--- config.mk ---
export PLATFORM = sky130hd
export DESIGN_NAME = qvr_round_sat
export DESIGN_NICKNAME = d
export VERILOG_FILES = /design/src/qvr_pkg.sv /design/src/qvr_round_sat.sv
export SDC_FILE = /design/constraint.sdc
export NUM_CORES = 1
export LEC_CHECK = 0
export ABC_AREA = 1
export BUFFER_PORTS_ARGS = -buffer_cell sky130_fd_sc_hd__buf_2
export CAP_MARGIN = 25
export CORE_MARGIN = 2
export CORE_UTILIZATION = 50
export DETAILED_ROUTE_END_ITERATION = 12
export MAX_ROUTING_LAYER = met4
export PLACE_DENSITY = 0.8
export SYNTH_ARGS = -nofsm -noshare
export SYNTH_HDL_FRONTEND = slang
export SYNTH_SLANG_ARGS = --single-unit
--- constraint.sdc ---
create_clock -name clk -period 2.2 [get_ports clk]
set_clock_uncertainty 0.2 [all_clocks]
set_input_delay 0.11 -clock clk [delete_from_list [all_inputs] [get_ports clk]]
set_output_delay 0.11 -clock clk [all_outputs]
set_load 0.05 [all_outputs]
--- src/qvr_pkg.sv ---
// ---------------------------------------------------------------------------
// qvr_pkg
// Shared types, constants and width helpers for the quaternion rotator.
// ---------------------------------------------------------------------------
package qvr_pkg;

  localparam int QUAT_W             = 16;
  localparam int VEC_WIDTH_DEF      = 16;
  localparam int QUAT_FRAC_BITS_DEF = 14;
  localparam int CFG_IDX_W          = 8;
  localparam int NUM_STAGES         = 5;
  // low slice of a first-product sum taken apart for the second multiply
  localparam int SPLIT_W            = 16;
  // coefficient width: a negated component needs one bit more
  localparam int COEF_W             = QUAT_W + 1;

  localparam logic [CFG_IDX_W-1:0] REG_QUAT_X = CFG_IDX_W'(0);
  localparam logic [CFG_IDX_W-1:0] REG_QUAT_Y = CFG_IDX_W'(1);
  localparam logic [CFG_IDX_W-1:0] REG_QUAT_Z = CFG_IDX_W'(2);
  localparam logic [CFG_IDX_W-1:0] REG_QUAT_W = CFG_IDX_W'(3);

  localparam logic signed [QUAT_W-1:0] QUAT_ONE = QUAT_W'(16384);

  typedef struct packed {
    logic signed [QUAT_W-1:0] x;
    logic signed [QUAT_W-1:0] y;
    logic signed [QUAT_W-1:0] z;
    logic signed [QUAT_W-1:0] w;
  } quat_t;

  // width of one q*v sum (three products, negation included)
  function automatic int prod1_w(input int vw);
    return vw + QUAT_W + 2;
  endfunction

  // width of the sum of four high partial products
  function automatic int hi_sum_w(input int vw);
    return prod1_w(vw) - SPLIT_W + COEF_W + 2;
  endfunction

  // width of the sum of four low partial products
  function automatic int lo_sum_w(input int vw);
    return SPLIT_W + 1 + COEF_W + 2;
  endfunction

endpackage

--- src/qvr_round_sat.sv ---
// ---------------------------------------------------------------------------
// qvr_round_sat
// Join the partial sums, shift out the fraction (floor) and clip to range.
// ---------------------------------------------------------------------------
module qvr_round_sat #(
  parameter int VW  = qvr_pkg::VEC_WIDTH_DEF,
  parameter int QFB = qvr_pkg::QUAT_FRAC_BITS_DEF
) (
  input  logic                                      clk,
  input  logic                                      en,
  input  logic signed [qvr_pkg::hi_sum_w(VW)-1:0]   sum_hi [3],
  input  logic signed [qvr_pkg::lo_sum_w(VW)-1:0]   sum_lo [3],
  output logic signed [VW-1:0]                      rot    [3],
  output logic                                      saturated
);

  localparam int TW    = qvr_pkg::hi_sum_w(VW) + qvr_pkg::SPLIT_W + 1;
  localparam int SHIFT = 2 * QFB;
  localparam logic signed [TW-1:0] SAT_MAX = TW'((64'sd1 <<< (VW - 1)) - 64'sd1);
  localparam logic signed [TW-1:0] SAT_MIN = ~SAT_MAX;

  logic signed [VW-1:0] rot_next [3];
  logic                 saturated_next;

  always_comb begin
    logic signed [TW-1:0] total;
    logic signed [TW-1:0] shifted;
    saturated_next = 1'b0;
    for (int k = 0; k < 3; k++) begin
      total   = (TW'(sum_hi[k]) <<< qvr_pkg::SPLIT_W) + TW'(sum_lo[k]);
      shifted = total >>> SHIFT;
      priority if (shifted > SAT_MAX) begin
        rot_next[k]    = SAT_MAX[VW-1:0];
        saturated_next = 1'b1;
      end else if (shifted < SAT_MIN) begin
        rot_next[k]    = SAT_MIN[VW-1:0];
        saturated_next = 1'b1;
      end else begin
        rot_next[k] = shifted[VW-1:0];
      end
    end
  end

  always_ff @(posedge clk) begin
    if (en) begin
      rot       <= rot_next;
      saturated <= saturated_next;
    end
  end

endmodule

==> metrics.md, run 1 <==
| Metric | Value |
|---|---|
| YS warnings | `0` |
| Synth Flop Type | `edfxtp_1` |
| Top post-synthesis cells by count | `703 x nand2_1, 249 x inv_1, 174 x nor2_1, 108 x ha_1, 102 x a21oi_1` |
| # clock sinks | `49` |
| Asr flop ratio synth | `0` |
| Mapped cell area | `0.00977 mm^2` |
| Initial Utilization | `0.505` |
| Synth top area share | `0.270` |
| Root Driver | `clkbuf_16` |
| Port buffer count | `221` |
| Gpl congestion | `1.05` |
| Stop stage | `global routing (5_1_grt)` |
| FP Rows | `51` |
| Die Span X | `144 um` |
| # hold bufs at CTS | `0` |
| Worst_ep grt | `saturated$_SDFFCE_PP1P_/D` |
| Largest net degree at the start of global routing | `20` |
| Mapped Nets | `2056` |
| Yosys reg bits | `49` |
| Grt total ovfl | `78` |
| # IOs | `270` |
| Mapped Cells | `1727` |
| Top cell type by total area after synthesis | `nand2_1` |
| Count leader, synth | `nand2_1` |
| Ranking of synthesized cells by area | `nand2_1 27%, edfxtp_1 15%, ha_1 14%` |
| Placed Cells | `2463` |
| Placed wire-length estimate | `30100 um` |
| Worst endpoint type | `register data pin` |
| Tool error message | `[ERROR GRT-0232] Routing congestion too high. Check the congestion heatmap in the GUI.` |
| Clk buf depth | `2` |
| Unique cell type count in the Yosys netlist | `41` |
| Synth Area per Inst | `5.66 um^2` |
| H-tree levels | `2` |
| Die Ht | `144 um` |
| Number of synthesized flops with an enable pin | `49` |
| Status | `aborted with a tool error` |
| Post-synthesis sequential area ratio | `0.151` |
| TritonCTS Buffers | `5` |
| Gr usage total | `0.798` |
## metal layers
layer | GRT overflow | global-route usage
met1 | 4 | 0.775
met2 | 35 | 0.930
met5 | - | -
met4 | 37 | 0.763
met3 | 2 | 0.683
## stage by stage
stage               TNS (ps)  cell area [um^2]  hold slack [ps]   util  setup WS (ps)
floorplan                  0              9830             22.5      -          0.843
global placement      -30450             13200              377  0.682           -697
detailed placement    -31490             13200              390  0.682           -704
CTS                     -882             16400             74.6  0.849          -71.9
## logic make-up after synthesis
kind of cell	after synthesis	synth area share
AOI/OAI and AO/OA	199	0.114
adders and majority gates	108	0.138
DFF	49	0.151
and+or+nand+nor	1058	0.448
xor gates and xnor gates	45	0.0411
buffers and inverters	268	0.107
## repair_timing
item	in CTS
pin swaps	156
gates cloned	5
endpoints found under the setup margin	48
gates resized for setup	516
setup buffers	41
==> run 2, diff against run 1 <==
- CORE_UTILIZATION: 50 -> 35
- MAX_ROUTING_LAYER: met4 -> default
- PLACE_DENSITY: 0.8 -> default
- PLACE_DENSITY_LB_ADDON: default -> 0.15
- clock period: 2.2 -> 2.9 ns (I/O delays scaled with it)
==> metrics.md, run 2 <==
| Metric | Value |
|---|---|
| Status | `complete, no violations` |
| Unique cell type count in the Yosys netlist | `41 (unchanged)` |
| Drt drc | `0` |
| Pwr Density | `384 mW/mm^2` |
| Core ar. | `0.0276 mm^2` |
| Avg WL per Cell | `13.5 um` |
| Initial Utilization | `0.354 (-0.152)` |
| Clk buf depth | `2 (unchanged)` |
| Post-Layout Cell Count | `2413` |
| Worst setup EP type | `flip-flop` |
| Die Span X | `171 um (+19%)` |
| Fin crit share | `0.905` |
| Biggest regs | `rot x48, saturated x1` |
| Antenna violations before repair | `0` |
| YS warnings | `0 (unchanged)` |
| Switching Share | `0.489` |
| Top post-synthesis cells by count | `703 x nand2_1, 249 x inv_1, 174 x nor2_1, 108 x ha_1, 102 x a21oi_1` |
| Post-CTS setup buffer count | `0 (-100%)` |
| Gr usage total | `0.218` |
| Worst-Margin Slew | `697 ps` |
| FP Rows | `61 (+20%)` |
| Worst VDD drop | `212 uV` |
| Placed wire-length estimate | `28600 um (-4.8%)` |
| Most used cell, CP | `nand2_1` |
| Sw power | `2.28 mW` |
| Grt total ovfl | `0` |
| Clock power share | `0.156` |
| Mapped Cells | `1727 (unchanged)` |
| Mapped Nets | `2056 (unchanged)` |
| Synth Area per Inst | `5.66 um^2 (unchanged)` |
| Fillers | `3104` |
| Top cell type by total area after synthesis | `nand2_1` |
| Count leader, synth | `nand2_1` |
| Global-route wire length before repair | `50700 um` |
| Clock Pin Slew Worst Setup and Hold Paths | `80 ps` |
| Asr flop ratio synth | `0 (unchanged)` |
| Multi-input logic area | `0.00725 mm^2` |
| Final setup viols | `0` |
| Min-delay src | `sum_lo[100]` |
| Critical path origin | `sum_lo[35]` |
| Delay-heaviest family, CP | `simple AND/OR/NAND/NOR gates` |
| Largest register FFs | `48` |
| Post-synthesis sequential area ratio | `0.151 (unchanged)` |
| Mapped cell area | `0.00977 mm^2 (unchanged)` |
| Area growth from synthesis to layout | `24.5%` |
| Drt pass-1 iters | `5` |
| Slowest-stage cell, CP | `ha_1` |
| Placed Cells | `2405 (-2.4%)` |
| Final wirelength | `32700 um` |
| WP data arrival | `2490 ps` |
| Gpl congestion | `0.911 (-14%)` |
| Detail Route Antenna Nets | `0` |
| Vias in the first global route | `10600` |
| Initial drt markers | `579` |
| Yosys reg bits | `49 (unchanged)` |
| Worst-path cell chain | `clkbuf_4 -> buf_4 -> ha_1 -> inv_1 -> o21ai_0 -> nor2_1 -> nand2_1 -> a21oi_1 -> nand2_1 -> nand2_1 -> nand2_1 -> nand2_1 -> nor2_1 -> nand3_1 -> nand2_2 -> buf_4 -> nand2_1 -> nand2_1` |
| Largest net degree at the start of global routing | `50` |
| Die area | `0.0293 mm^2` |
| Final min period | `2630 ps` |
| Synth top area share | `0.270 (unchanged)` |
| TritonCTS Buffers | `5 (unchanged)` |
| Comb pwr share | `0.624` |
| Commonest non-fill, non-tap cells in the layout | `703 x nand2_1, 249 x inv_1, 220 x buf_2` |
| Seq. cell area | `0.00147 mm^2` |
| Vias per cell | `4.71` |
| Most common cell after layout, fill and taps aside | `nand2_1` |
| Final Hold Viols | `0` |
| Leak | `6.88 nW` |
| Crit start category | `input pin` |
| Seq pwr share | `0.220` |
| Die Ht | `171 um (+19%)` |
| CP max FO | `15` |
| Number of synthesized flops with an enable pin | `49 (unchanged)` |
| Max-slew violations | `0` |
| # IOs | `270 (unchanged)` |
| CTS tree | `yes` |
| # clock sinks | `49 (unchanged)` |
| Worst EP required | `2760 ps` |
| H-tree levels | `2 (unchanged)` |
| Top reg by flops | `rot` |
| Pint | `2.38 mW` |
| Slew HR | `0.535` |
| Synth Flop Type | `edfxtp_1` |
| Ranking of synthesized cells by area | `nand2_1 27%, edfxtp_1 15%, ha_1 14%` |
| Via count | `11400` |
| Port buffer count | `221 (unchanged)` |
| Root Driver | `clkbuf_16` |
| # Max-Cap Violations | `0` |
| CP peak stage delay | `330 ps` |
| Kind of critical path | `in -> reg` |
| Bufs and invs on worst path | `4` |
| Min-Delay Path Class | `in -> reg` |
| Pwr Total | `4.66 mW` |
| Final nets | `2363` |
| Fmax | `381 MHz` |
| Share of layout cells above drive strength 1 | `0.192` |
| N_diodes | `0` |
| RSZ-0062 raised after global routing | `false` |
run 2: layout make-up:
| class | instances | area share |
|---|---|---|
| multi-input combinational | 1410 | 0.596 |
| timing repair buffer | 306 | 0.149 |
| sequential | 49 | 0.121 |
| inverter | 262 | 0.0811 |
| tap | 378 | 0.0389 |
| clock buffer | 5 | 0.0103 |
| clock inverter | 3 | 0.00391 |
run 2: power groups by stage:
stage | Sequential, mW | Combinational (mW) | Clock (mW)
5_1_grt | 1.03 | 3.22 | 0.767
6_report | 1.02 | 2.91 | 0.729
3_3_place_gp | 1.04 | 2.89 | 0
4_1_cts | 1.03 | 2.91 | 0.747
2_1_floorplan | 1.49 | 1.51 | 0
3_5_place_dp | 1.04 | 2.90 | 0
run 2: metrics by stage:
step	util	instance area [um^2]	setup TNS, ps	hold WS [ps]	worst slack, ps
after floorplan	-	9770	0	57.5	632
after global placement	0.434	12000	-871	487	-58.6
after detailed placement	0.434	12000	-814	485	-63.6
after CTS	0.440	12200	0	234	251
after global routing	0.440	12200	0	275	21.0
final	0.440	12200	0	246	275
run 2: routing by layer:
metal	GRT usage	wire length, um	vias up
met3	0.0155	1680	27
met1	0.287	15300	4942
met5	0	0	-
li1	-	-	6081
met4	0.0483	484	0
met2	0.387	15300	315
run 2: timing repair:
action / 4_1_cts / 5_1_grt
hold buffers: 0 / 0
resized for setup: 0 / 2
endpoints found under the setup margin: 0 / 11
hold endpoints to repair: 0 / 0
run 2: logic make-up after synthesis:
group	share of synthesized area
xor+xnor	0.0411
simple gates	0.448
fa+ha+maj	0.138
compound gates	0.114
flops	0.151
buf+inv	0.107
run 2: final timing paths:
path              endpoint  slack [ps]  cells past startpoint
hold / removal     rot[32]         250                      5
setup / recovery    rot[3]         270                     18
No activity file was read; power rests on OpenSTA's default activity.
==> run 3, diff against run 2 <==
- ABC_AREA: 1 -> default
==> metrics.md, run 3 <==
| Metric | Value |
|---|---|
| Status | `finished, violations left` |
| Failing checks | `setup timing` |
| Most common cell after layout, fill and taps aside | `buf_4` |
| Final WS setup | `-158 ps (-433 ps)` |
| Drt drc | `0 (unchanged)` |
| Drt pass-1 iters | `4 (-1)` |
| Final wirelength | `25300 um (-23%)` |
| Synth Area per Inst | `8.14 um^2 (+44%)` |
| Max-slew violations | `0 (unchanged)` |
| Worst-path cell chain | `buf_2 -> ha_1 -> a21oi_1 -> a21oi_4 -> o211ai_1 -> buf_4 -> a21oi_2 -> a221o_1 -> a211o_1 -> a21oi_1 -> nand4_1 -> o31ai_4 -> buf_12 -> o2111ai_1` |
| Top cell type by total area after synthesis | `edfxtp_1` |
| Critical path origin | `sum_hi[2]` |
| CP peak stage delay | `360 ps (+30 ps)` |
| Kind of critical path | `in -> reg` |
| Placed wire-length estimate | `20900 um (-27%)` |
| CP endpoint | `saturated` |
| Vias in the first global route | `8542 (-19%)` |
| N_diodes | `0 (unchanged)` |
| WP data arrival | `2890 ps (+400 ps)` |
| Commonest non-fill, non-tap cells in the layout | `290 x buf_4, 214 x buf_2, 75 x a21oi_1` |
| Most used cell, CP | `a21oi_1` |
| Final nets | `1757 (-26%)` |
| Largest net degree at the start of global routing | `23 (-54%)` |
| Pwr Density | `360 mW/mm^2 (-6.2%)` |
| Via count | `8995 (-21%)` |
| Root Driver | `clkbuf_16` |
| Top post-synthesis cells by count | `108 x ha_1, 96 x a21oi_1, 72 x nand2_1, 63 x a21o_1, 60 x nor2_1` |
| Leak | `5.69 nW (-17%)` |
| Die Span X | `152 um (-11%)` |
| Ranking of synthesized cells by area | `edfxtp_1 19%, ha_1 18%, a21oi_1 6.3%` |
| Clk buf depth | `2 (unchanged)` |
| Final Hold Viols | `0 (unchanged)` |
| Synth Flop Type | `edfxtp_1` |
| Clock Pin Slew Worst Setup and Hold Paths | `70 ps (about the same)` |
| Area growth from synthesis to layout | `62.3%` |
| Fin crit share | `1.05 (+0.149)` |
| Mapped cell area | `0.00761 mm^2 (-22%)` |
| Initial drt markers | `296 (-49%)` |
| Final min period | `3060 ps (+433 ps)` |
| Number of synthesized flops with an enable pin | `49 (unchanged)` |
| # hold bufs at CTS | `0 (unchanged)` |
| Top reg by flops | `rot` |
| Yosys reg bits | `49 (unchanged)` |
| Worst EP required | `2730 ps (-30 ps)` |
| Port buffer count | `221 (unchanged)` |
| Largest register FFs | `48 (unchanged)` |
| Worst-Margin Slew | `579 ps (-118 ps)` |
| Final Cell Area | `0.0124 mm^2 (+1.7%)` |
| # IOs | `270 (unchanged)` |
| Mapped Cells | `936 (-46%)` |
| Count leader, synth | `ha_1` |
| H-tree levels | `2 (unchanged)` |
| Mapped Nets | `1265 (-38%)` |
| Antenna violations before repair | `2 (+2)` |
| Final Core Density | `0.583 (+0.143)` |
| Final setup viols | `31 (+31)` |
| Worst hold slack | `88.7 ps (-157 ps)` |
| Avg WL per Cell | `14.9 um (+9.6%)` |
| Area after DPL | `0.0114 mm^2 (-5.2%)` |
| # clock sinks | `49 (unchanged)` |
| Gpl congestion | `0.908 (-0.30%)` |
| Slowest-stage cell, CP | `a221o_1` |
| # Max-Cap Violations | `0 (unchanged)` |
| Detail Route Antenna Nets | `0 (unchanged)` |
| CTS tree | `yes` |
| Post-synthesis sequential area ratio | `0.193 (+0.0426)` |
| Biggest regs | `rot x48, saturated x1` |
| Die area | `0.0230 mm^2 (-22%)` |
| Pre-CTS setup slack | `-561 ps (-498 ps)` |
| FP Rows | `53 (-13%)` |
| Vias per cell | `5.28 (+12%)` |
| Fillers | `1998 (-36%)` |
| Die Ht | `152 um (-11%)` |
| Slew HR | `0.610 (+0.0744)` |
| RSZ-0062 raised after global routing | `true` |
| Worst path depth | `14 (-4)` |
| Crit start category | `input pin` |
| Grt total ovfl | `0 (unchanged)` |
| Fmax | `327 MHz (-14%)` |
| Unique cell type count in the Yosys netlist | `76 (+85%)` |
| Delay-heaviest family, CP | `compound AO/OA/AOI/OAI gates` |
| Initial Utilization | `0.359 (+0.00534)` |
| Gr usage total | `0.215 (-0.00254)` |
| TritonCTS Buffers | `5 (unchanged)` |
| Synth top area share | `0.193 (-0.0769)` |
| Share of layout cells above drive strength 1 | `0.470 (+0.277)` |
| Asr flop ratio synth | `0 (unchanged)` |
| Min-Delay Path Class | `in -> reg` |
| Global-route wire length before repair | `40200 um (-21%)` |
| Worst setup EP type | `flip-flop` |
| Bufs and invs on worst path | `3 (-1)` |
| YS warnings | `0 (unchanged)` |
| Core ar. | `0.0212 mm^2 (-23%)` |
| CP max FO | `16 (+1)` |
| Setup TNS | `-2850 ps (-2850 ps)` |
| Worst VDD drop | `258 uV (+22%)` |
run 3: cell count changes after synthesis, moves of 18 or more:
cell / before / now
nand2_1: 703 / 72
nand3_1: 93 / 27
inv_1: 249 / 23
a211oi_1: 0 / 18
nand4_1: 4 / 31
clkbuf_1: 0 / 19
nor2_1: 174 / 60
a21o_1: 3 / 63
run 3: logic make-up (layout without fill, tap and decap cells):
kind of cell | Yosys count | after routing | share of synthesized area
compound gates | 365 | 365 | 0.323
xor+xnor | 61 | 61 | 0.0702
fa+ha+maj | 108 | 108 | 0.177
buf+inv | 56 | 549 | 0.0312
flops | 49 | 49 | 0.193
mux | 9 | 9 | 0.0122
simple gates | 288 | 288 | 0.193
run 3: how the worst min path moves through the flow:
stage | depth (start not counted) | slack (ps) | start | to
2_1_floorplan | 0 | 60 | en | rot[0]
3_5_place_dp | 1 | 400 | en | rot[41]
4_1_cts | 1 | 90 | en | rot[41]
5_1_grt | 1 | 120 | en | rot[41]
3_3_place_gp | 1 | 410 | en | rot[25]
6_report | 1 | 90 | en | rot[41]
run 3: routing by layer:
metal | vias to the layer above | share of wire | GRT usage
li1 | 4627 | - | -
met1 | 4121 | 0.46 | 0.284
met2 | 211 | 0.48 | 0.376
met3 | 32 | 0.049 | 0.0311
met4 | 4 | 0.015 | 0.0403
met5 | - | 0.0012 | 0
run 3: where the power goes:
group	total, mW	switching (mW)	internal [mW]
logic	2.90	1.57	1.33
clock network	0.596	0.272	0.325
registers	0.954	0.0403	0.913
run 3: metrics by stage:
step	power (mW)	std cells
final	4.45	1704
after floorplan	2.59	936
after global routing	4.78	1704
after CTS	4.35	1693
after detailed placement	3.63	1674
after global placement	3.62	1674
run 3: what timing repair did:
item | in CTS | in global routing
gates cloned | 0 | 1
setup buffers | 12 | 10
pin swaps | 22 | 16
setup endpoints to repair | 46 | 46
gates resized for setup | 48 | 57
run 3: final cells by class:
class,count,area (um^2),area share
sequential,49,1470,0.119
tap,275,344,0.0278
inverter,24,90.1,0.00729
multi-input combinational,831,6850,0.554
clock buffer,5,125,0.0101
timing repair buffer,517,3450,0.279
clock inverter,3,25.0,0.00202
