**config.mk**
```make
export PLATFORM = sky130hd
export DESIGN_NAME = qvr_pipe_ctl
export DESIGN_NICKNAME = d
export VERILOG_FILES = /design/src/qvr_pkg.sv /design/src/qvr_pipe_ctl.sv
export SDC_FILE = /design/constraint.sdc
export NUM_CORES = 1
export LEC_CHECK = 0
export BUFFER_PORTS_ARGS = -buffer_cell sky130_fd_sc_hd__buf_2
export CAP_MARGIN = 10
export CORE_AREA = 10 10 47 49
export CTS_CLUSTER_SIZE = 30
export DETAILED_ROUTE_END_ITERATION = 7
export DIE_AREA = 0 0 57 59
export SLEW_MARGIN = 10
export SYNTH_ARGS = -nofsm -noshare
export SYNTH_HDL_FRONTEND = slang
export SYNTH_SLANG_ARGS = --single-unit
```
**constraint.sdc**
```tcl
create_clock -name clk -period 1.4 [get_ports clk]
set_input_delay 0.14 -clock clk [delete_from_list [all_inputs] [get_ports clk]]
set_output_delay 0.14 -clock clk [all_outputs]
set_load 0.03 [all_outputs]
```
**src/qvr_pkg.sv**
```systemverilog
// ---------------------------------------------------------------------------
// qvr_pkg
// Shared types, constants and width helpers for the quaternion rotator.
// ---------------------------------------------------------------------------
package qvr_pkg;

  localparam int QUAT_W             = 16;
  localparam int VEC_WIDTH_DEF      = 16;
  localparam int QUAT_FRAC_BITS_DEF = 14;
  localparam int CFG_IDX_W          = 8;
  localparam int NUM_STAGES         = 5;
  // low slice of a first-product sum taken apart for the second multiply
  localparam int SPLIT_W            = 16;
  // coefficient width: a negated component needs one bit more
  localparam int COEF_W             = QUAT_W + 1;

  localparam logic [CFG_IDX_W-1:0] REG_QUAT_X = CFG_IDX_W'(0);
  localparam logic [CFG_IDX_W-1:0] REG_QUAT_Y = CFG_IDX_W'(1);
  localparam logic [CFG_IDX_W-1:0] REG_QUAT_Z = CFG_IDX_W'(2);
  localparam logic [CFG_IDX_W-1:0] REG_QUAT_W = CFG_IDX_W'(3);

  localparam logic signed [QUAT_W-1:0] QUAT_ONE = QUAT_W'(16384);

  typedef struct packed {
    logic signed [QUAT_W-1:0] x;
    logic signed [QUAT_W-1:0] y;
    logic signed [QUAT_W-1:0] z;
    logic signed [QUAT_W-1:0] w;
  } quat_t;

  // width of one q*v sum (three products, negation included)
  function automatic int prod1_w(input int vw);
    return vw + QUAT_W + 2;
  endfunction

  // width of the sum of four high partial products
  function automatic int hi_sum_w(input int vw);
    return prod1_w(vw) - SPLIT_W + COEF_W + 2;
  endfunction

  // width of the sum of four low partial products
  function automatic int lo_sum_w(input int vw);
    return SPLIT_W + 1 + COEF_W + 2;
  endfunction

endpackage

```
**src/qvr_pipe_ctl.sv**
```systemverilog
// ---------------------------------------------------------------------------
// qvr_pipe_ctl
// Valid bits and per-stage advance enables; bubbles close up under stall.
// ---------------------------------------------------------------------------
module qvr_pipe_ctl #(
  parameter int N = qvr_pkg::NUM_STAGES
) (
  input  logic         clk,
  input  logic         rst,
  input  logic         in_valid,
  input  logic         out_ready,
  output logic         in_ready,
  output logic [N-1:0] en,
  output logic [N-1:0] vld
);

  always_comb begin
    en[N-1] = !vld[N-1] || out_ready;
    for (int i = N - 2; i >= 0; i--) begin
      en[i] = !vld[i] || en[i+1];
    end
  end

  assign in_ready = en[0];

  always_ff @(posedge clk) begin
    if (rst) begin
      vld <= '0;
    end else begin
      if (en[0]) begin
        vld[0] <= in_valid;
      end
      for (int i = 1; i < N; i++) begin
        if (en[i]) begin
          vld[i] <= vld[i-1];
        end
      end
    end
  end

  a_full_when_blocked: assert property (@(posedge clk) disable iff (rst)
    !in_ready |-> (&vld))
    else $error("input blocked while a stage is empty");

  a_drain: assert property (@(posedge clk) disable iff (rst)
    vld[N-1] && out_ready && !vld[N-2] |=> !vld[N-1])
    else $error("output stage kept a beat that was taken");

  a_first_hold: assert property (@(posedge clk) disable iff (rst)
    !en[0] |=> vld[0])
    else $error("stalled first stage lost its beat");

  a_reset_empty: assert property (@(posedge clk)
    rst |=> (vld == '0))
    else $error("pipeline not empty after reset");

endmodule

```
# Word level (Yosys, flattened, before mapping)
# Index checks and enable logic that the tools add are counted.
dict set report word_totals {
  regBits 5
  wordCells 15
}
dict set report classes {
  n_reduce_logical 10
}
# cell count
set ops {}
lappend ops {{$logic_not 1->1} 5}
lappend ops {{$logic_or 1x1->1} 5}

# Longest topological paths before layout
# Gate-level depths: netlist (run 1).
dict set report logic_depth {
  ltp_word 6
  depth_mapped 3
  ltp_nobuf 3
}

# Least setup slack after synthesis (run 1)
# Ideal clock, no wire load.
dict set report synth_timing {
  path_type {register -> output}
  start {register vld[3]}
  end {output port en[0]}
  arrival_ns 1.391
  required_ns 1.260
  setup_slack_ns -0.131
  path_stages_with_launch 4
  n_path_buf 1
  cell_sequence {dfxtp_1 > and4b_2 > nand3_1 > buf_4}
}
dict set report synth_via {
  elab_chain_cells 5
}
# item line_no
set synth_rtl {}
lappend synth_rtl {{from (decl)} qvr_pipe_ctl.sv:14} ;# output logic [N-1:0] vld
lappend synth_rtl {{from (signal, indexed assignment)} qvr_pipe_ctl.sv:35} ;# vld[i] <= vld[i-1];
lappend synth_rtl {{$logic_not 1->1} qvr_pipe_ctl.sv:20} ;# en[i] = !vld[i] || en[i+1];
lappend synth_rtl {{$logic_or 1x1->1 (4 in a row)} qvr_pipe_ctl.sv:20}
lappend synth_rtl {{to (decl)} qvr_pipe_ctl.sv:13} ;# output logic [N-1:0] en,
# Every way passes these cells.

# Worst setup path after layout (run 1)
dict set report layout_timing {
  start {register vld[4]}
  end {output port in_ready}
}
dict set report layout_via {
  elab_chain_cells 6
}
# item line_no
set layout_rtl {}
lappend layout_rtl {{$logic_not 1->1} qvr_pipe_ctl.sv:18} ;# en[N-1] = !vld[N-1] || out_ready;
lappend layout_rtl {{$logic_or 1x1->1} qvr_pipe_ctl.sv:18}
lappend layout_rtl {{$logic_or 1x1->1 (4 in a row)} qvr_pipe_ctl.sv:20}
lappend layout_rtl {{to (decl)} qvr_pipe_ctl.sv:12} ;# output logic in_ready,
# Every way passes these cells.

==> results of run 1 <==
## synth_stat cells
library cell	instances	area, um^2
nand3_1	1	5.000
or2b_2	1	8.760
buf_4	1	7.510
dfxtp_1	5	100.1
nand2_1	1	3.750
nand3b_1	2	15.01
o22ai_1	1	6.260
o31ai_4	1	21.27
and4b_2	1	11.26
nand2b_1	1	6.260
inv_1	4	15.01
inv_2	1	3.750
a21oi_1	3	15.01
## worst min-delay path by stage
stage,endpoint,depth (start not counted)
after floorplan,vld[3],1
after global routing,vld[0],3
final,vld[0],3
after CTS,vld[0],3
after global placement,vld[3],2
after detailed placement,vld[0],3
## cell type report
class	count	area share, %
timing repair buffer	14	20.97
tap	16	5.993
sequential	5	30.34
inverter	5	5.618
clock buffer	4	7.865
multi-input combinational	12	29.21
## metrics by stage
stage | setup slack [ns] | power (uW)
final | 0.1219 | 349.0
after global routing | 0.05081 | 366.8
after CTS | 0.1033 | 353.2
after detailed placement | 0.3612 | 185.5
after global placement | 0.3633 | 184.9
after floorplan | 0.002687 | 171.5
## kinds of logic after synthesis
logic type,after synthesis,synth area share (%)
DFF,5,45.72
and+or+nand+nor,7,22.85
buffers and inverters,6,12.00
AOI/OAI and AO/OA,5,19.43
## power breakdown
| group | switching [uW] | internal (uW) |
|---|---|---|
| logic | 19.4 | 11.1 |
| clock network | 59.1 | 108 |
| registers | 4.38 | 147 |
## layer usage
layer	up-vias	share of wire, %	track usage, %
met5	-	0	0
met4	0	0	0
met3	0	10	3.219
met2	7	48	6.202
met1	96	41	3.321
li1	110	-	-
## critical path, cell delays in order, from the launching register on
cell and delay [ns]:
dfxtp_1 0.35, and4b_2 0.28, nand3_2 0.08, buf_2 0.19
==> flow_summary_export.csv, run 1 <==
group,metric,value,unit
synthesis,ys_seq_elements,5,
synthesis,seq_area_frac_synth,45.71,%
worst_setup_path,critPathCaptureType,"output port",
sta,slew_headroom,88.57,%
global_routing,grt_pass1_vias,231,
clock_tree,path_clk_slew,0.05,ns
sta,finalCritPeriodShare,91.29,%
sta,rsz0062_at_grt,"no",
worst_setup_path,cp.required,1.26,ns
worst_setup_path,cp_max_fo,4,
finish,regMostFlops,"vld",
clock_tree,cts_buffer_depth,2,
finish,num_antenna_cells,0,
synthesis,ys_warn_count,0,
route,routedWlPerCell,10.59,um
finish,register_area,101.3,um^2
worst_setup_path,worst_setup_path_start_kind,"flop",
finish,multi_input_area,97.59,um^2
finish,largestRegisters,"vld: 5 flops",
clock_tree,clock_sinks,5,
place,hpwlAfterDp,520.1,um
worst_setup_path,r2r_setup_slack,0.45,ns
finish,drive_gt1_share,57.50,%
synthesis,syn_inst,23,
global_routing,grt_max_degree,8,
flow_run,max_cap_viol_count,0,
sta,drv_slew,0,
sta,finalHoldViolCount,0,
route,routed_via_density,3.804,
floorplanning,row_count,14,
finish,fin_area,334.1,um^2
worst_setup_path,r2r-start,"vld[4]",
sta,fin_skew,0.003275,ns
run_status,status,"complete, no violations",
clock_tree,cts_setup_buffers,0,
global_routing,grt_overflow,0,
worst_setup_path,reg2regPathDepth,3,
sta,holdWs,0.1645,ns
floorplanning,die_h,59,um
route,via_count,213,
place,portBuffers,14,
place,dpl-instance-area,307.8,um^2
synthesis,syn_avg_cell_area,9.520,um^2
clock_tree,clk_latency,0.24,ns
finish,final_cells,56,
finish,final_cell_mix,"buf_2 (14), inv_1 (4), dfxtp_1 (4)",
clock_tree,numCtsBuffers,3,
min_path,hold_path_class,"in -> reg",
finish,area_growth,52.57,%
clock_tree,cts_tree,"yes",
sta,fin_setup_tns,0,ns
synthesis,yosysUniqueCellTypes,13,
finish,utilization,23.84,%
sta,setup_viol,0,
finish,final_common_cell,"buf_2",
global_routing,track_usage,3.585,%
worst_setup_path,r2r_end,"vld[1]",
route,drtIter0Drc,2,
clock_tree,htreeDepth,1,
floorplanning,core_area,1401,um^2
finish,largest_reg_flops,5,
route,drt-total-wl,593,um
floorplanning,start_util,15.63,%
sta,tightest_slew,0.1712,ns
route,firstDrtPassIters,4,
min_path,worstHoldStart,"in_valid",
power_and_ir_drop,leakagePower,0.0001368,uW
worst_setup_path,crit_path_start,"vld[4]",
synthesis,syn-num-nets,27,
clock_tree,cts_resized,0,
place,dp_cells,52,
route,drtAntennaViolNets,0,
worst_setup_path,cp_data_arrival_time,1.14,ns
clock_tree,hold_buffers,0,
floorplanning,die_w,57,um
floorplanning,pin_count,15,
global_routing,antenna_found_initial,0,
global_routing,grt_pass1_wl,959,um
clock_tree,clockRootBuffer,"clkbuf_4",
route,drc,0,
place,gp_congestion,0.5899,
sta,fmax,782.4,MHz
worst_setup_path,path_class,"reg -> out",
power_and_ir_drop,power.density,1045,nW/um^2
synthesis,synthesis.area,219.0,um^2
floorplanning,die-area,3363,um^2
worst_setup_path,endpoint,"in_ready",
power_and_ir_drop,vdd_drop_max,415.4,uV
finish,final_net_count,45,
finish,fill_cells,167,
sta,fin_crit,1.278,ns
No activity file was read; power rests on OpenSTA's default activity.
==> inputs of run 2 (changes only) <==
--- a/config.mk
+++ b/config.mk
@@ -11,6 +11,7 @@
 export CTS_CLUSTER_SIZE = 30
 export DETAILED_ROUTE_END_ITERATION = 7
 export DIE_AREA = 0 0 57 59
+export RECOVER_POWER = 100
 export SLEW_MARGIN = 10
 export SYNTH_ARGS = -nofsm -noshare
 export SYNTH_HDL_FRONTEND = slang
==> run 2 against run 1 <==
Effect of this change:
- fmax decreased by 1.5%
- worst setup slack worse by 0.020 ns
- largest power group unchanged
- first-iteration DRC count is 50% higher
- sequential power about the same
- flip-flop and latch count stayed put
==> flow_summary_export.csv, run 2 (synthesized netlist as in run 1, its figures left out) <==
group,metric,value,unit
global_routing,grt_pass1_vias,231,
clock_tree,cts_setup_buffers,0,
finish,area_growth,42.29,%
clock_tree,path_clk_slew,0.04,ns
finish,num_antenna_cells,0,
worst_setup_path,critPathCaptureType,"output port",
route,met1_length,260,um
worst_setup_path,path_class,"reg -> out",
finish,final_net_count,45,
sta,setup_viol,0,
sta,drv_slew,0,
global_routing,grt_max_degree,8,
place,dpl-instance-area,307.8,um^2
sta,fin_skew,0.003832,ns
global_routing,antenna_found_initial,0,
sta,slew_headroom,74.85,%
run_status,status,"complete, no violations",
floorplanning,pin_count,15,
clock_tree,cts_tree,"yes",
route,drt-total-wl,615,um
clock_tree,clock_sinks,5,
clock_tree,hold_buffers,0,
floorplanning,row_count,14,
finish,fill_cells,174,
finish,largestRegisters,"vld: 5 flops",
route,drc,0,
sta,rsz0062_at_grt,"no",
route,met3_length,62,um
global_routing,grt_pass1_wl,959,um
floorplanning,die-area,3363,um^2
finish,largest_reg_flops,5,
finish,drive_gt1_share,37.50,%
flow_run,max_cap_viol_count,0,
sta,tightest_slew,0.3789,ns
floorplanning,core_area,1401,um^2
finish,final_cell_mix,"clkbuf_1 (7), inv_1 (4), buf_2 (4), clkbuf_2 (4), dfxtp_1 (4)",
route,via_count,211,
power_and_ir_drop,power.density,1108,nW/um^2
power_and_ir_drop,vdd_drop_max,415.0,uV
clock_tree,clockRootBuffer,"clkbuf_4",
sta,fin_crit,1.298,ns
sta,holdWs,0.1470,ns
sta,fin_setup_tns,0,ns
worst_setup_path,cp_data_arrival_time,1.16,ns
worst_setup_path,worst_setup_path_start_kind,"flop",
finish,final_common_cell,"clkbuf_1",
route,drtIter0Drc,3,
worst_setup_path,cp.required,1.26,ns
floorplanning,die_w,57,um
floorplanning,die_h,59,um
sta,finalCritPeriodShare,92.71,%
route,routedWlPerCell,10.98,um
floorplanning,start_util,15.63,%
sta,finalHoldViolCount,0,
finish,regMostFlops,"vld",
sta,fmax,770.5,MHz
route,wl_met2,292,um
clock_tree,cts_resized,0,
route,drtAntennaViolNets,0,
worst_setup_path,cp_max_fo,4,
place,hpwlAfterDp,520.1,um
route,top_layer,"met3",
route,routed_via_density,3.768,
global_routing,track_usage,3.585,%
min_path,hold_path_class,"in -> reg",
clock_tree,numCtsBuffers,3,
clock_tree,cts_buffer_depth,2,
place,gp_congestion,0.5899,
clock_tree,htreeDepth,1,
power_and_ir_drop,leakagePower,0.0001191,uW
clock_tree,clk_latency,0.24,ns
route,firstDrtPassIters,2,
finish,fin_area,311.5,um^2
global_routing,grt_overflow,0,
place,portBuffers,14,
run 2: changes by cell type in the layout (fill, tap and decap cells not counted), sizes merged:
cell / change
clkbuf: +10
buf: -10
run 2: worst max-delay path, cell delays in order, from the launching register on:
cell	delay, ns
dfxtp_1	0.36
and4b_1	0.28
nand3_2	0.09
clkbuf_2	0.19
run 2: layout make-up:
cell class	instances	area (um^2)	area share [%]
multi-input combinational	12	82.58	26.51
inverter	5	18.77	6.024
sequential	5	101.3	32.53
clock buffer	4	26.28	8.434
tap	16	20.02	6.426
timing repair buffer	14	62.56	20.08
run 2: through the flow:
stage	power [uW]	cells	utilization, %	setup slack (ns)
after detailed placement	185.5	52	21.96	0.3612
after global routing	363.0	56	22.23	0.02601
after floorplan	171.5	23	-	0.002687
after global placement	184.9	52	21.96	0.3633
after CTS	353.2	56	23.84	0.1033
final	345.2	56	22.23	0.1021
run 2: layer usage:
layer  vias up  global-route usage, %
met2         7                  6.202
met1        96                  3.321
met5         -                      0
li1        108                      -
met3         0                  3.219
met4         0                      0
run 2: final timing paths:
kind	from	cells after the start	to	slack, ns
hold reg to reg	vld[2]	2	vld[3]	0.46
setup / recovery	vld[4]	3	en[0]	0.10
setup reg to reg	vld[4]	3	vld[1]	0.40
hold / removal	rst	2	vld[3]	0.15
run 2: where the power goes:
group	internal [uW]	switching, uW	total, uW
Sequential	147	4.64	152
Combinational	8.99	17.6	26.6
Clock	108	58.9	167
Total	264	81.2	345
==> inputs of run 3 (changes only) <==
--- a/config.mk
+++ b/config.mk
@@ -5,9 +5,11 @@
 export SDC_FILE = /design/constraint.sdc
 export NUM_CORES = 1
 export LEC_CHECK = 0
+export ABC_AREA = 1
 export BUFFER_PORTS_ARGS = -buffer_cell sky130_fd_sc_hd__buf_2
 export CAP_MARGIN = 10
 export CORE_AREA = 10 10 47 49
+export CTS_BUF_LIST = sky130_fd_sc_hd__clkbuf_8
 export CTS_CLUSTER_SIZE = 30
 export DETAILED_ROUTE_END_ITERATION = 7
 export DIE_AREA = 0 0 57 59
==> run 3 against run 2 <==
Effect of this change:
- clock skew decreased by 0.0032 ns
- final area grew 3.6%
- hold slack got worse by 0.012 ns
- via count fell by 7.1%
- worst setup slack better by 0.029 ns
- flip-flop and latch count unchanged
==> flow_summary_export.csv, run 3 <==
group,metric,value,unit
global_routing,antenna_found_initial,0,
floorplanning,die_h,59,um
route,drtIter0Drc,2,
place,hpwlAfterDp,485.3,um
finish,final_cell_mix,"inv_1 (8), buf_2 (7), a21oi_1 (5), clkbuf_1 (5), dfxtp_1 (4)",
sta,rsz0062_at_grt,"no",
sta,drv_slew,0,
floorplanning,die-area,3363,um^2
route,top_layer,"met4",
route,drc,0,
synthesis,yosysTopAreaCellShare,51.95,%
sta,fin_setup_tns,0,ns
clock_tree,path_clk_slew,0.04,ns
synthesis,syn_avg_cell_area,8.378,um^2
worst_setup_path,worst_setup_path_start_kind,"flop",
finish,fill_cells,177,
clock_tree,clock_sinks,5,
worst_setup_path,cp_data_arrival_time,1.13,ns
clock_tree,numCtsBuffers,3,
synthesis,synth_flop_cell,"dfxtp_1",
synthesis,syn-num-nets,27,
sta,fin_crit,1.269,ns
synthesis,ys_warn_count,0,
sta,finalCritPeriodShare,90.63,%
power_and_ir_drop,vdd_drop_max,388.4,uV
global_routing,grt_overflow,0,
clock_tree,cts_resized,0,
route,drt-total-wl,589,um
clock_tree,cts_buffer_depth,2,
synthesis,synthesis.area,192.7,um^2
global_routing,grt_pass1_wl,841,um
finish,largestRegisters,"vld: 5 flops",
synthesis,syn_inst,23,
synthesis,seq_area_frac_synth,51.95,%
clock_tree,cts_tree,"yes",
route,routed_via_density,3.500,
power_and_ir_drop,leakagePower,0.0001307,uW
flow_run,max_cap_viol_count,0,
finish,largest_reg_flops,5,
route,firstDrtPassIters,2,
route,via_count,196,
synthesis,yosys-top-cells-count,"inv_1 (7), a21oi_1 (5), dfxtp_1 (5)",
sta,tightest_slew,0.3817,ns
finish,drive_gt1_share,40.00,%
global_routing,grt_pass1_vias,197,
finish,area_growth,67.53,%
sta,holdWs,0.1349,ns
route,routedWlPerCell,10.52,um
clock_tree,htreeDepth,1,
clock_tree,clockRootBuffer,"clkbuf_8",
clock_tree,hold_buffers,0,
synthesis,yosysTopAreaCell,"dfxtp_1",
clock_tree,clk_latency,0.22,ns
global_routing,track_usage,3.542,%
min_path,hold_path_class,"in -> reg",
route,met3_length,69,um
synthesis,yosys.cell_count.top_type,"inv_1",
place,portBuffers,14,
floorplanning,pin_count,15,
floorplanning,die_w,57,um
synthesis,synth_top_cells_by_area,"dfxtp_1 (52%), inv_1 (14%), a21oi_1 (13%)",
power_and_ir_drop,power.density,1353,nW/um^2
route,drtAntennaViolNets,0,
route,met1_length,264,um
floorplanning,row_count,14,
synthesis,yosysUniqueCellTypes,7,
route,wl_met2,239,um
sta,setup_viol,0,
place,gp_congestion,0.6699,
synthesis,ys_seq_elements,5,
worst_setup_path,cp.required,1.26,ns
finish,final_net_count,45,
sta,slew_headroom,74.66,%
finish,final_common_cell,"inv_1",
synthesis,synthArstFlopShare,0,%
synthesis,synth_edf_count,0,
worst_setup_path,cp_max_fo,3,
worst_setup_path,critPathCaptureType,"output port",
finish,num_antenna_cells,0,
finish,register_area,101.3,um^2
floorplanning,core_area,1401,um^2
finish,multi_input_area,66.31,um^2
run_status,status,"complete, no violations",
sta,fin_skew,0.0005948,ns
sta,fmax,788.1,MHz
finish,regMostFlops,"vld",
floorplanning,start_util,13.75,%
global_routing,grt_max_degree,6,
clock_tree,cts_setup_buffers,0,
sta,finalHoldViolCount,0,
worst_setup_path,path_class,"reg -> out",
-- run 3: cell families after synthesis --
group / Yosys count / synth area share, %
AND/OR/NAND/NOR: 5 / 17.54
flip-flops: 5 / 51.95
AO/OA/AOI/OAI: 5 / 12.98
buffers and inverters: 8 / 17.54
-- run 3: power breakdown --
part           switching, uW  internal, uW  leakage, uW
logic                   17.9          7.39    0.0000625
clock network           71.4           188    0.0000269
registers               4.16           148    0.0000414
-- run 3: final timing paths --
kind / to / depth (start not counted) / startpoint / slack (ns)
worst max-delay path: en[0] / 4 / vld[3] / 0.13
worst max register to register: vld[0] / 4 / vld[3] / 0.49
worst min-delay path: vld[4] / 2 / rst / 0.13
worst min register to register: vld[1] / 2 / vld[0] / 0.49
-- run 3: routing by layer --
layer / up-vias / track usage, %
met3: 2 / 2.575
met4: 0 / 5.034
met1: 79 / 3.440
li1: 104 / -
met5: - / 0
met2: 11 / 4.031
-- run 3: final cells by class --
class	instances	area share (%)
flip-flops and latches	5	31.40
multi-input cells	10	20.54
repair buffers	14	19.77
clock buffers	3	12.79
inverters	7	8.140
well taps	16	6.202
clock inverters	1	1.163
-- run 3: critical path, stage by stage (launching register included) --
cell and delay [ns]:
dfxtp_1 0.38, nand3_4 0.10, nor2_2 0.14, nand3_2 0.10
buf_2 0.19
-- run 3: stage by stage --
step	setup slack (ns)	utilization [%]	cell area (um^2)	power (uW)	cells
after CTS	0.1605	23.57	330.3	447.1	56
final	0.1312	23.04	322.8	436.7	56
after floorplan	0.05007	-	202.7	169.1	23
after global routing	0.05002	23.04	322.8	457.4	56
after detailed placement	0.3998	20.36	285.3	181.0	52
after global placement	0.4151	20.36	285.3	180.8	52
