==> src/qvr_pkg.sv <==
// ---------------------------------------------------------------------------
// qvr_pkg
// Shared types, constants and width helpers for the quaternion rotator.
// ---------------------------------------------------------------------------
package qvr_pkg;

  localparam int QUAT_W             = 16;
  localparam int VEC_WIDTH_DEF      = 16;
  localparam int QUAT_FRAC_BITS_DEF = 14;
  localparam int CFG_IDX_W          = 8;
  localparam int NUM_STAGES         = 5;
  // low slice of a first-product sum taken apart for the second multiply
  localparam int SPLIT_W            = 16;
  // coefficient width: a negated component needs one bit more
  localparam int COEF_W             = QUAT_W + 1;

  localparam logic [CFG_IDX_W-1:0] REG_QUAT_X = CFG_IDX_W'(0);
  localparam logic [CFG_IDX_W-1:0] REG_QUAT_Y = CFG_IDX_W'(1);
  localparam logic [CFG_IDX_W-1:0] REG_QUAT_Z = CFG_IDX_W'(2);
  localparam logic [CFG_IDX_W-1:0] REG_QUAT_W = CFG_IDX_W'(3);

  localparam logic signed [QUAT_W-1:0] QUAT_ONE = QUAT_W'(16384);

  typedef struct packed {
    logic signed [QUAT_W-1:0] x;
    logic signed [QUAT_W-1:0] y;
    logic signed [QUAT_W-1:0] z;
    logic signed [QUAT_W-1:0] w;
  } quat_t;

  // width of one q*v sum (three products, negation included)
  function automatic int prod1_w(input int vw);
    return vw + QUAT_W + 2;
  endfunction

  // width of the sum of four high partial products
  function automatic int hi_sum_w(input int vw);
    return prod1_w(vw) - SPLIT_W + COEF_W + 2;
  endfunction

  // width of the sum of four low partial products
  function automatic int lo_sum_w(input int vw);
    return SPLIT_W + 1 + COEF_W + 2;
  endfunction

endpackage

==> src/qvr_if.sv <==


interface qvr_cfg_if;
  logic                                   valid;
  logic                                   ready;
  logic [qvr_pkg::CFG_IDX_W-1:0]          index;
  logic [qvr_pkg::QUAT_W-1:0]             data;

  modport source (output valid, index, data, input ready);
  modport sink   (input valid, index, data, output ready);
endinterface

==> src/qvr_cfg_regs.sv <==
// ---------------------------------------------------------------------------
// qvr_cfg_regs
// Quaternion register file, written one component per configuration beat.
// ---------------------------------------------------------------------------
module qvr_cfg_regs (
  input  logic                   clk,
  input  logic                   rst,
  qvr_cfg_if.sink                cfg,
  output qvr_pkg::quat_t         quat
);

  assign cfg.ready = 1'b1;

  always_ff @(posedge clk) begin
    if (rst) begin
      quat.x <= '0;
      quat.y <= '0;
      quat.z <= '0;
      quat.w <= qvr_pkg::QUAT_ONE;
    end else if (cfg.valid && cfg.ready) begin
      unique case (cfg.index)
        qvr_pkg::REG_QUAT_X: quat.x <= cfg.data;
        qvr_pkg::REG_QUAT_Y: quat.y <= cfg.data;
        qvr_pkg::REG_QUAT_Z: quat.z <= cfg.data;
        qvr_pkg::REG_QUAT_W: quat.w <= cfg.data;
        default: ;  // drop writes beyond the register list
      endcase
    end
  end

endmodule

==> src/flat_wrapper.sv <==
// flat-port wrapper written by rule: the top's interface ports become plain ports
module qvr_cfg_regs_flat 
  (clk, rst, quat, cfg_valid, cfg_index, cfg_data, cfg_ready);
  qvr_cfg_if cfg_i ();
  input  logic clk;
  input  logic rst;
  output qvr_pkg::quat_t quat;
  input wire logic [$bits(cfg_i.valid)-1:0] cfg_valid;
  input wire logic [$bits(cfg_i.index)-1:0] cfg_index;
  input wire logic [$bits(cfg_i.data)-1:0] cfg_data;
  output wire logic [$bits(cfg_i.ready)-1:0] cfg_ready;
  assign cfg_i.valid = cfg_valid;
  assign cfg_i.index = cfg_index;
  assign cfg_i.data = cfg_data;
  assign cfg_ready = cfg_i.ready;
  qvr_cfg_regs u_core (.clk(clk), .rst(rst), .cfg(cfg_i), .quat(quat));
endmodule
==> config.mk <==
export PLATFORM = sky130hd
export DESIGN_NAME = qvr_cfg_regs_flat
export DESIGN_NICKNAME = d
export VERILOG_FILES = /design/src/qvr_pkg.sv /design/src/qvr_if.sv /design/src/qvr_cfg_regs.sv /design/src/flat_wrapper.sv
export SDC_FILE = /design/constraint.sdc
export NUM_CORES = 1
export LEC_CHECK = 0
export BUFFER_PORTS_ARGS = -buffer_cell sky130_fd_sc_hd__clkbuf_2
export CAP_MARGIN = 40
export CORE_MARGIN = 5
export CORE_UTILIZATION = 49
export CTS_CLUSTER_SIZE = 40
export DETAILED_ROUTE_END_ITERATION = 16
export GPL_TIMING_DRIVEN = 1
export PLACE_DENSITY = 0.76
export SETUP_SLACK_MARGIN = 0.05
export SYNTH_ARGS = -nofsm -noshare
export SYNTH_HDL_FRONTEND = slang
export SYNTH_SLANG_ARGS = --single-unit
==> constraint.sdc <==
create_clock -name clk -period 1.5 [get_ports clk]
set_input_delay 0.15 -clock clk [delete_from_list [all_inputs] [get_ports clk]]
set_output_delay 0.15 -clock clk [all_outputs]
set_load 0.1 [all_outputs]
After elaboration in Yosys (flattened, before gate mapping)

Index checks and enable logic that the tools add are counted.

Memories kept: 0
Input bits: 27
RAM bits: 0
ROM bits: 0
Register bits: 64
Bits in latches: 0

Bitwise gates (word level): 0
Muxes and demuxes: 0
Reduce and logical (&&, ||, !) cells: 5
Multiply operators: 0
Div/mod/pow operators: 0
Shift operators: 0
Equal/unequal tests: 3
Add/sub/neg operators: 0
Magnitude comparators: 0

Operators with widths:

| kind                                                                  | number |
|---|---|
| 8-bit by 2-bit equality test with 1-bit output, second input constant | 2 |
| 8-bit by 1-bit equality test with 1-bit output, second input constant | 1 |
| 8-bit logical NOT                                                     | 1 |
| 2-bit AND reduction                                                   | 4 |

Logic depth before layout (Yosys ltp)

Gate-level depths: netlist of the first run.

Depth in word-level cells: 2
Mapped depth: 5

Worst setup path after synthesis of the first run

No wires, ideal clock.

Path kind: input to register
Start: input port cfg_index[6]
End: register, netlist name u_core.quat[37]
Path buffers: 2
Cell stages on the path: 5
Path slack: 0.246 ns
Arrival time: 1.183 ns
Setup time: 0.072 ns
Path through: nor4b_4 > and4b_1 > buf_6 > buf_12 > mux2i_1

Cells in the longest elaborated chain, start to end: 2

RTL lines:

| item                                           | line               | source |
|---|---|---|
| start: declaration                             | flat_wrapper.sv:9  | `input wire logic [$bits(cfg_i.index)-1:0] cfg_index;` |
| 8-bit by 1-bit equality test with 1-bit output | qvr_cfg_regs.sv:21 | `unique case (cfg.index)` |
| 2-bit AND reduction (no line)                  | --                 |  |

No other way between the ends.
A chain may end at the register's enable or synchronous reset.

Worst setup path after layout of the first run

Start: register, netlist name u_core.quat[50]
End: output port quat[50] (netlist bit)

RTL lines:

| item             | line              | source |
|---|---|---|
| end: declaration | flat_wrapper.sv:7 | `output qvr_pkg::quat_t quat;` |

No word-level cell between the ends.

==> metrics.yaml, run 1 <==
status: "finished clean"
skew_ns: 0
cpPeakStageDelay_ns: 0.47
wire_per_inst_um: 13.68
synthToLayoutAreaGrowth_pct: 26.85
synth_commonest_cells: "79 x nand2b_1, 64 x dfxtp_1, 64 x mux2i_1, 9 x clkbuf_1, 5 x buf_6"
syn_area_mm2: 0.002651
grt_pass1_wl_um: 9397
clock_path_buffers: 2
drive_above_1_share: 0.3455
placed_cell_area_mm2: 0.003149
drc: 0
final.setup.tns_ns: 0
syn_avg_cell_area_um2: 11.38
synth_seq_cells: 64
multi_input_area_mm2: 0.001232
grt_pass1_vias: 1944
p_per_area_mw_per_mm2: 1031
yosys_warnings: 0
cpMaxStageDelayCell: "clkbuf_2"
leakagePower_nw: 1.610
slew_headroom: 0.6254
drtAntennaViolNets: 0
grt_overflow_total: 0
wl_met2_um: 2429
die_h_um: 83.56
largest_register_ffs: 64
rows: 26
worst_pin_slew_ns: 0.5643
fin_cells: 400
start_kind: "register"
maxClockFrequency_ghz: 0.7703
crit_family: "buffers and inverters"
vias: 1893
regArea_mm2: 0.001281
crit_chain: "clkbuf_2"
vdd_drop_max_uv: 633.0
holdBufCountCts: 0
wl_um: 5471
yosys_most_used_dff: "dfxtp_1"
yosysMostFrequentCell: "nand2b_1"
ys_top_cells_by_area: "dfxtp_1 48%, mux2i_1 24%, nand2b_1 19%"
port_buffers: 90
first_pass_iters: 4
drv_slew: 0
n_antenna_cell: 0
crit_arrival_ns: 1.15
yosysTopAreaCell: "dfxtp_1"
top_regs: "u_core.quat: 64 flops"
final.min_clock_period_ns: 1.298
dpl.hpwl_um: 3927
cts_sinks: 64
io_pins: 92
min_path_type: "in2reg"
synth-edff-count: 0
cp.buffers_inverters: 1
hold_violations: 0
rr_startpoint: "u_core.quat[50]"
final_nets: 352
setup_viol: 0
grtUsageTotal: 0.1672
fp.dieW_um: 83.56
cp_max_fo: 2
top_layer: "met4"
min_period_over_period: 0.8655
ys_types: 15
htree_num_levels: 3
cp-end-kind: "output port"
clk_latency_ns: 0.32
crit_type: "reg2out"
stdcell_area_mm2: 0.003363
synth-seq-area-share: 0.4832
syn_inst: 233
syn_nets: 260
grt_max_degree: 69
cts_tree: "done"
core-area_mm2: 0.005172
crit_start: "u_core.quat[50]"
drtIter0Drc: 63
top_register: "u_core.quat"
drt-met1-wl_um: 2612
cts_resized: 0
cp.required_ns: 1.35
cts_root_buf: "clkbuf_8"
synth_top_area_frac: 0.4832
cts_setup_buffers: 0
gp_congestion: 0.7195
maxCapViolations: 0
hp-start: "cfg_data[14]"
dieArea_mm2: 0.006982
fillerInstances: 430
synthArstFlopShare: 0
cts_buffers: 9
path_clk_slew_ns: 0.07
rsz0062_at_grt: "false"
wl_met3_um: 396
initial_core_util: 0.5126
antenna_found_initial: 0
dp.cells: 384
post_drt_via_cell_ratio: 4.733
## cells by family (layout without fill, tap and decap cells)
| group | count (synthesis) | after routing | synth area share |
|---|---|---|---|
| multiplexers | 64 | 64 | 0.2416 |
| buffers and inverters | 17 | 114 | 0.05191 |
| other | 1 | 1 | 0.001414 |
| AND/OR/NAND/NOR | 87 | 87 | 0.2218 |
| flip-flops | 64 | 64 | 0.4832 |
## report_power, final
group	total [mW]	switching (mW)	internal, mW
registers	1.70	0.00117	1.70
logic	0.175	0.0967	0.0784
clock network	1.59	0.609	0.982
total	3.47	0.707	2.76
## per-layer routing
layer	GRT usage	vias up
li1	-	955
met1	0.2203	872
met2	0.2473	62
met3	0.06515	4
met4	0.06140	0
met5	0	-
## cell type report
type / instances / share of cell area
Tap cell: 70 / 0.02604
Clock buffer: 13 / 0.04427
Sequential cell: 64 / 0.3810
Clock inverter: 3 / 0.01935
Timing Repair Buffer: 98 / 0.1629
Multi-Input combinational cell: 152 / 0.3664
## stage by stage
| step | power, mW | hold WS [ns] | setup slack [ns] | utilization |
|---|---|---|---|---|
| 5_1_grt | 3.616 | 0.1180 | 0.1441 | 0.6502 |
| 4_1_cts | 3.503 | 0.09167 | 0.1749 | 0.6502 |
| 3_3_place_gp | 1.916 | 0.4258 | 0.2069 | 0.6089 |
| 2_1_floorplan | 1.854 | 0.3112 | 0.2458 | - |
| 6_report | 3.468 | 0.1078 | 0.2018 | 0.6502 |
| 3_5_place_dp | 1.918 | 0.4416 | 0.1529 | 0.6089 |
## path summary, 6_finish.rpt
check	depth (start not counted)	slack (ns)	to
worst min-delay path	3	0.11	u_core.quat[14]
worst max-delay path	1	0.20	quat[50]
worst max register to register	2	0.87	u_core.quat[50]
worst min register to register	2	0.47	u_core.quat[47]
## layout by cell type, fill, tap and decap left out
| master | count |
|---|---|
| mux2i_1 | 64 |
| clkinv_2 | 1 |
| and4bb_1 | 1 |
| conb_1 | 1 |
| nor3_2 | 1 |
| clkbuf_1 | 3 |
| buf_4 | 5 |
| bufinv_16 | 2 |
| clkbuf_8 | 10 |
| nand4_4 | 1 |
| dfxtp_1 | 64 |
| buf_12 | 3 |
| nor4b_4 | 1 |
| clkbuf_2 | 90 |
| nand4b_1 | 1 |
| nor2_1 | 2 |
| nand2b_1 | 79 |
| and4b_1 | 1 |
(Power assumes the default switching activity.)
==> inputs of run 2 (changes only) <==
Clock period 1.5 ns to 1.3 ns, I/O delays scaled along.
==> run 2 against run 1 <==
  * Worst hold slack got worse by 0.020 ns
  * Setup slack worse by 0.026 ns
  * Cell area rose by 5.2%
  * Register-to-register slack worse by 0.20 ns
  * Power grew 12%
  * Via count grew 0.53%
  * Sequential power increased by 15%
  * Global-route usage increased by 0.22 points
  * Sequential share of layout area shrank 1.9 points
  * Die area is the same
  * Critical path depth unchanged
  * First-iteration DRC count grew 7.9%
  * Largest power group unchanged
  * Highest routed layer unchanged
==> metrics.yaml, run 2 (same netlist as run 1, synthesis figures left out) <==
first_pass_iters: 4  # unchanged
antenna_found_initial: 0  # unchanged
drv_slew: 0  # unchanged
final.min_clock_period_ns: 1.124
drive_above_1_share: 0.3506  # +0.005155
skew_ns: 0  # unchanged
grtUsageTotal: 0.1693  # +0.002163
synthToLayoutAreaGrowth_pct: 33.46
fillerInstances: 402  # -6.5%
top_register: "u_core.quat"
drtIter0Drc: 68  # +7.9%
crit_arrival_ns: 0.99  # -0.16 ns
top_regs: "u_core.quat: 64 flops"
hold_violations: 0  # unchanged
leakagePower_nw: 1.665  # +3.4%
initial_core_util: 0.5126  # unchanged
cts_buffers: 9  # unchanged
vdd_drop_max_uv: 677.9  # +7.1%
cp.buffers_inverters: 1  # unchanged
fin_ws_ns: 0.1762  # -0.02564 ns
cts_tree: "done"
drtAntennaViolNets: 0  # unchanged
cts_resized: 0  # unchanged
start_kind: "register"
die_h_um: 83.56  # unchanged
dp.cells: 382  # -0.52%
cpPeakStageDelay_ns: 0.36  # -0.11 ns
hold_slack_ns: 0.08753  # -0.02026 ns
port_buffers: 90  # unchanged
mostFrequentLayoutCell: "nand2b_1"
total_power_mw: 3.880  # +12%
final_nets: 350  # -0.57%
cp_max_fo: 2  # unchanged
core-area_mm2: 0.005172  # unchanged
maxClockFrequency_ghz: 0.8898
dpl.hpwl_um: 3980  # +1.3%
clock_path_buffers: 2  # unchanged
cts_root_buf: "clkbuf_8"
setup_viol: 0  # unchanged
multi_input_area_mm2: 0.001232  # unchanged
grt_pass1_wl_um: 9604  # +2.2%
dieArea_mm2: 0.006982  # unchanged
cts_setup_buffers: 0  # unchanged
grt_pass1_vias: 1958  # +0.72%
post_drt_via_cell_ratio: 4.781  # +1.0%
gp_congestion: 0.7454  # +3.6%
rsz0062_at_grt: "false"
holdBufCountCts: 0  # unchanged
layout_common_cells: "79 x nand2b_1, 64 x mux2i_1, 64 x buf_4, 64 x dfxtp_1, 26 x clkbuf_2"
status: "finished clean"
n_antenna_cell: 0  # unchanged
rows: 26  # unchanged
place_ws_ns: -0.09631  # -0.2492 ns
cpMaxStageDelayCell: "dfxtp_1"
regArea_mm2: 0.001281  # unchanged
path_clk_slew_ns: 0.07  # about the same
clk_latency_ns: 0.32  # about the same
fp.dieW_um: 83.56  # unchanged
p_per_area_mw_per_mm2: 1097  # +6.3%
min_path_type: "in2reg"
grt_overflow_total: 0  # unchanged
cp.required_ns: 1.17  # -0.18 ns
crit_family: "flip-flops"
cp-end-kind: "output port"
drc: 0  # unchanged
largest_register_ffs: 64  # unchanged
maxCapViolations: 0  # unchanged
fin_cells: 398  # -0.50%
vias: 1903  # +0.53%
htree_num_levels: 3  # unchanged
crit_type: "reg2out"
crit_chain: "buf_4"
io_pins: 92  # unchanged
wl_um: 5701  # +4.2%
min_period_over_period: 0.8645
wire_per_inst_um: 14.32  # +4.7%
cts_sinks: 64  # unchanged
grt_max_degree: 82  # +19%
==> run 2: changes by cell type in the layout (fill, tap and decap cells not counted) <==
| cell | before | now |
|---|---|---|
| clkbuf_2 | 90 | 26 |
| buf_4 | 5 | 64 |
| buf_12 | 3 | 6 |
| clkbuf_1 | 3 | 0 |
| clkinvlp_4 | 0 | 2 |
| bufinv_16 | 2 | 1 |
| clkbuf_8 | 10 | 11 |
| clkinv_2 | 1 | 2 |
==> run 2: per-layer routing <==
| layer | routed length, µm | share of wire | track usage | up-vias |
|---|---|---|---|---|
| met5 | 0 | 0 | 0 | - |
| met4 | 120 | 0.021 | 0.08480 | 0 |
| met3 | 407 | 0.071 | 0.05232 | 12 |
| met2 | 2540 | 0.45 | 0.2581 | 70 |
| met1 | 2633 | 0.46 | 0.2156 | 867 |
| li1 | - | - | - | 954 |
==> run 2: path summary, 6_finish.rpt <==
check / endpoint / cells after the start / startpoint / slack [ns]
min: u_core.quat[14] / 3 / cfg_data[14] / 0.09
min reg2reg: u_core.quat[10] / 2 / u_core.quat[10] / 0.48
max reg2reg: u_core.quat[61] / 2 / u_core.quat[61] / 0.67
max: quat[36] / 1 / u_core.quat[36] / 0.18
==> run 2: area by class of cell <==
type                       count  share of cell area
clock inverter                 5             0.01556
timing repair buffer          96              0.2065
multi-input combinational    152              0.3483
clock buffer                  11             0.04279
tap                           70             0.02475
sequential                    64              0.3621
==> run 2: report_power, final <==
group	switching [mW]	leakage (nW)	internal, mW
clock network	0.734	0.101	0.983
registers	0.00144	0.515	1.96
logic	0.111	1.05	0.0897
==> run 2: metrics by stage <==
| stage | util | instance area, µm² | TNS, ns |
|---|---|---|---|
| 3_5_place_dp | 0.6442 | 3332 | -1.982 |
| 3_3_place_gp | 0.6442 | 3332 | -0.9399 |
| 4_1_cts | 0.6841 | 3538 | 0 |
| 5_1_grt | 0.6841 | 3538 | 0 |
| 2_1_floorplan | - | 2651 | 0 |
| 6_report | 0.6841 | 3538 | 0 |
==> inputs of run 3 (changes only) <==
Settings changed: MAX_ROUTING_LAYER set to met4.
Clock period 1.3 ns to 1.2 ns, I/O delays scaled along.
==> run 3 against run 2 <==
  * Count of clock-buffer cells in the layout up 2
  * Clock skew stayed put
  * Sequential power up 9%
  * Sequential share of layout area shrank 5.4 points
  * Via count rose by 3.4%
  * Cell area increased by 23%
  * Critical path depth increased by 4
  * Global-route usage increased by 4.1 points
  * Largest power group unchanged
==> metrics.yaml, run 3 (same netlist as run 1, synthesis figures left out) <==
status: "finished clean"
synthToLayoutAreaGrowth_pct: 63.76
htree_num_levels: 3  # unchanged
fp.dieW_um: 83.56  # unchanged
wl_um: 6956  # +22%
clk_latency_ns: 0.33  # about the same
final.min_clock_period_ns: 1.072
post_drt_via_cell_ratio: 4.908  # +2.6%
setup_viol: 0  # unchanged
stdcell_area_mm2: 0.004342  # +23%
rsz0062_at_grt: "false"
fin_cells: 401  # +0.75%
cp-end-kind: "register"
cts_tree: "done"
maxClockFrequency_ghz: 0.9325
grt_pass1_vias: 2171  # +11%
rrSetupSlack_ns: 0.44  # -0.23 ns
grt_overflow_total: 0  # unchanged
cp_max_fo: 9  # +7
top_register: "u_core.quat"
combPwrFrac: 0.060  # +0.008
drive_above_1_share: 0.4804  # +0.1298
initial_core_util: 0.5126  # unchanged
top_regs: "u_core.quat: 64 flops"
gp_congestion: 0.7011  # -5.9%
vias: 1968  # +3.4%
first_pass_iters: 4  # unchanged
total_power_mw: 3.909  # +0.75%
largest_register_ffs: 64  # unchanged
p_per_area_mw_per_mm2: 900.5  # -18%
vdd_drop_max_uv: 940.5  # +39%
core-area_mm2: 0.005172  # unchanged
layout_common_cells: "79 x nand2b_1, 67 x buf_12, 64 x mux2i_1, 44 x dfxtp_2, 26 x clkbuf_2"
min_period_over_period: 0.8937
final_nets: 355  # +1.4%
pwr-share-seq: 0.544  # +0.038
rows: 26  # unchanged
io_pins: 92  # unchanged
grt_pass1_wl_um: 11180  # +16%
antenna_found_initial: 0  # unchanged
skew_ns: 0  # unchanged
sw_frac_of_total: 0.2290  # +0.01106
use_met2: 0.3637  # +0.1056
maxCapViolations: 0  # unchanged
power_switching_uw: 895.2  # +5.9%
leakagePower_nw: 1.853  # +11%
die_h_um: 83.56  # unchanged
cts_buffers: 9  # unchanged
p_int_mw: 3.014  # -0.67%
n_antenna_cell: 0  # unchanged
dieArea_mm2: 0.006982  # unchanged
drv_slew: 0  # unchanged
hold_slack_ns: 0.06105  # -0.02649 ns
crit_arrival_ns: 1.32  # +0.33 ns
grt_max_degree: 82  # unchanged
grtUsageMet1: 0.2155  # about the same
crit_type: "in2reg"
grt_busiest_layer: "met2"
dpl.hpwl_um: 5072  # +27%
grtUsageTotal: 0.2103  # +0.04091
start_kind: "primary input"
wire_per_inst_um: 17.35  # +21%
mostFrequentLayoutCell: "nand2b_1"
drc: 0  # unchanged
drtIter0Drc: 62  # -8.8%
cp.required_ns: 1.45  # +0.28 ns
final.setup.tns_ns: 0  # unchanged
port_buffers: 90  # unchanged
drtAntennaViolNets: 0  # unchanged
dp.cells: 386  # +1.0%
cts_root_buf: "clkbuf_8"
grt_use_met3: 0.07108  # +0.01876
clock_path_buffers: 2  # unchanged
placed_cell_area_mm2: 0.004180  # +25%
cts_sinks: 64  # unchanged
hold_violations: 0  # unchanged
min_path_type: "in2reg"
clkPwrFrac: 0.396  # -0.046
path_clk_slew_ns: 0.06  # about the same
## run 3: timing repair
item                                    4_1_cts  5_1_grt
buffers inserted                              0        1
hold buffers                                  0        0
endpoints found under the setup margin        0       13
gates resized for setup                       0        0
## run 3: layer usage
metal | share of wire | vias up
met3 | 0.064 | 16
met1 | 0.39 | 928
met5 | 0 | -
met2 | 0.52 | 69
li1 | - | 955
met4 | 0.024 | 0
## run 3: metrics by stage
stage	util	setup slack (ns)
4_1_cts	0.8379	0.06572
2_1_floorplan	-	-0.02433
3_5_place_dp	0.8082	-0.2661
6_report	0.8394	0.1276
5_1_grt	0.8394	0.06949
3_3_place_gp	0.8082	-0.1315
## run 3: path summary, 6_finish.rpt
check                    endpoint  cells past startpoint             from
setup / recovery  u_core.quat[41]                      5     cfg_index[6]
hold / removal    u_core.quat[14]                      3     cfg_data[14]
setup reg to reg  u_core.quat[41]                      2  u_core.quat[41]
hold reg to reg    u_core.quat[6]                      2   u_core.quat[6]
## run 3: cell type report
| class | count | area, µm² |
|---|---|---|
| Clock inverter | 1 | 5.005 |
| Clock buffer | 13 | 148.9 |
| Tap cell | 70 | 87.58 |
| Timing Repair Buffer | 101 | 1531 |
| Fill cell | 278 | 830.8 |
| Sequential cell | 64 | 1336 |
| Multi-Input combinational cell | 152 | 1232 |
## run 3: worst max-delay path, stage by stage
cell	delay [ns]
clkbuf_2	0.10
nor4b_4	0.33
and4b_1	0.27
buf_4	0.23
mux2i_1	0.26
## run 3: power by group through the flow
stage               logic [mW]  registers, mW  clock network [mW]
finish                   0.233           2.13                1.55
global placement         0.225           2.18                   0
floorplan                0.123           2.19                   0
CTS                      0.232           2.13                1.58
detailed placement       0.231           2.18                   0
global route             0.249           2.13                1.69
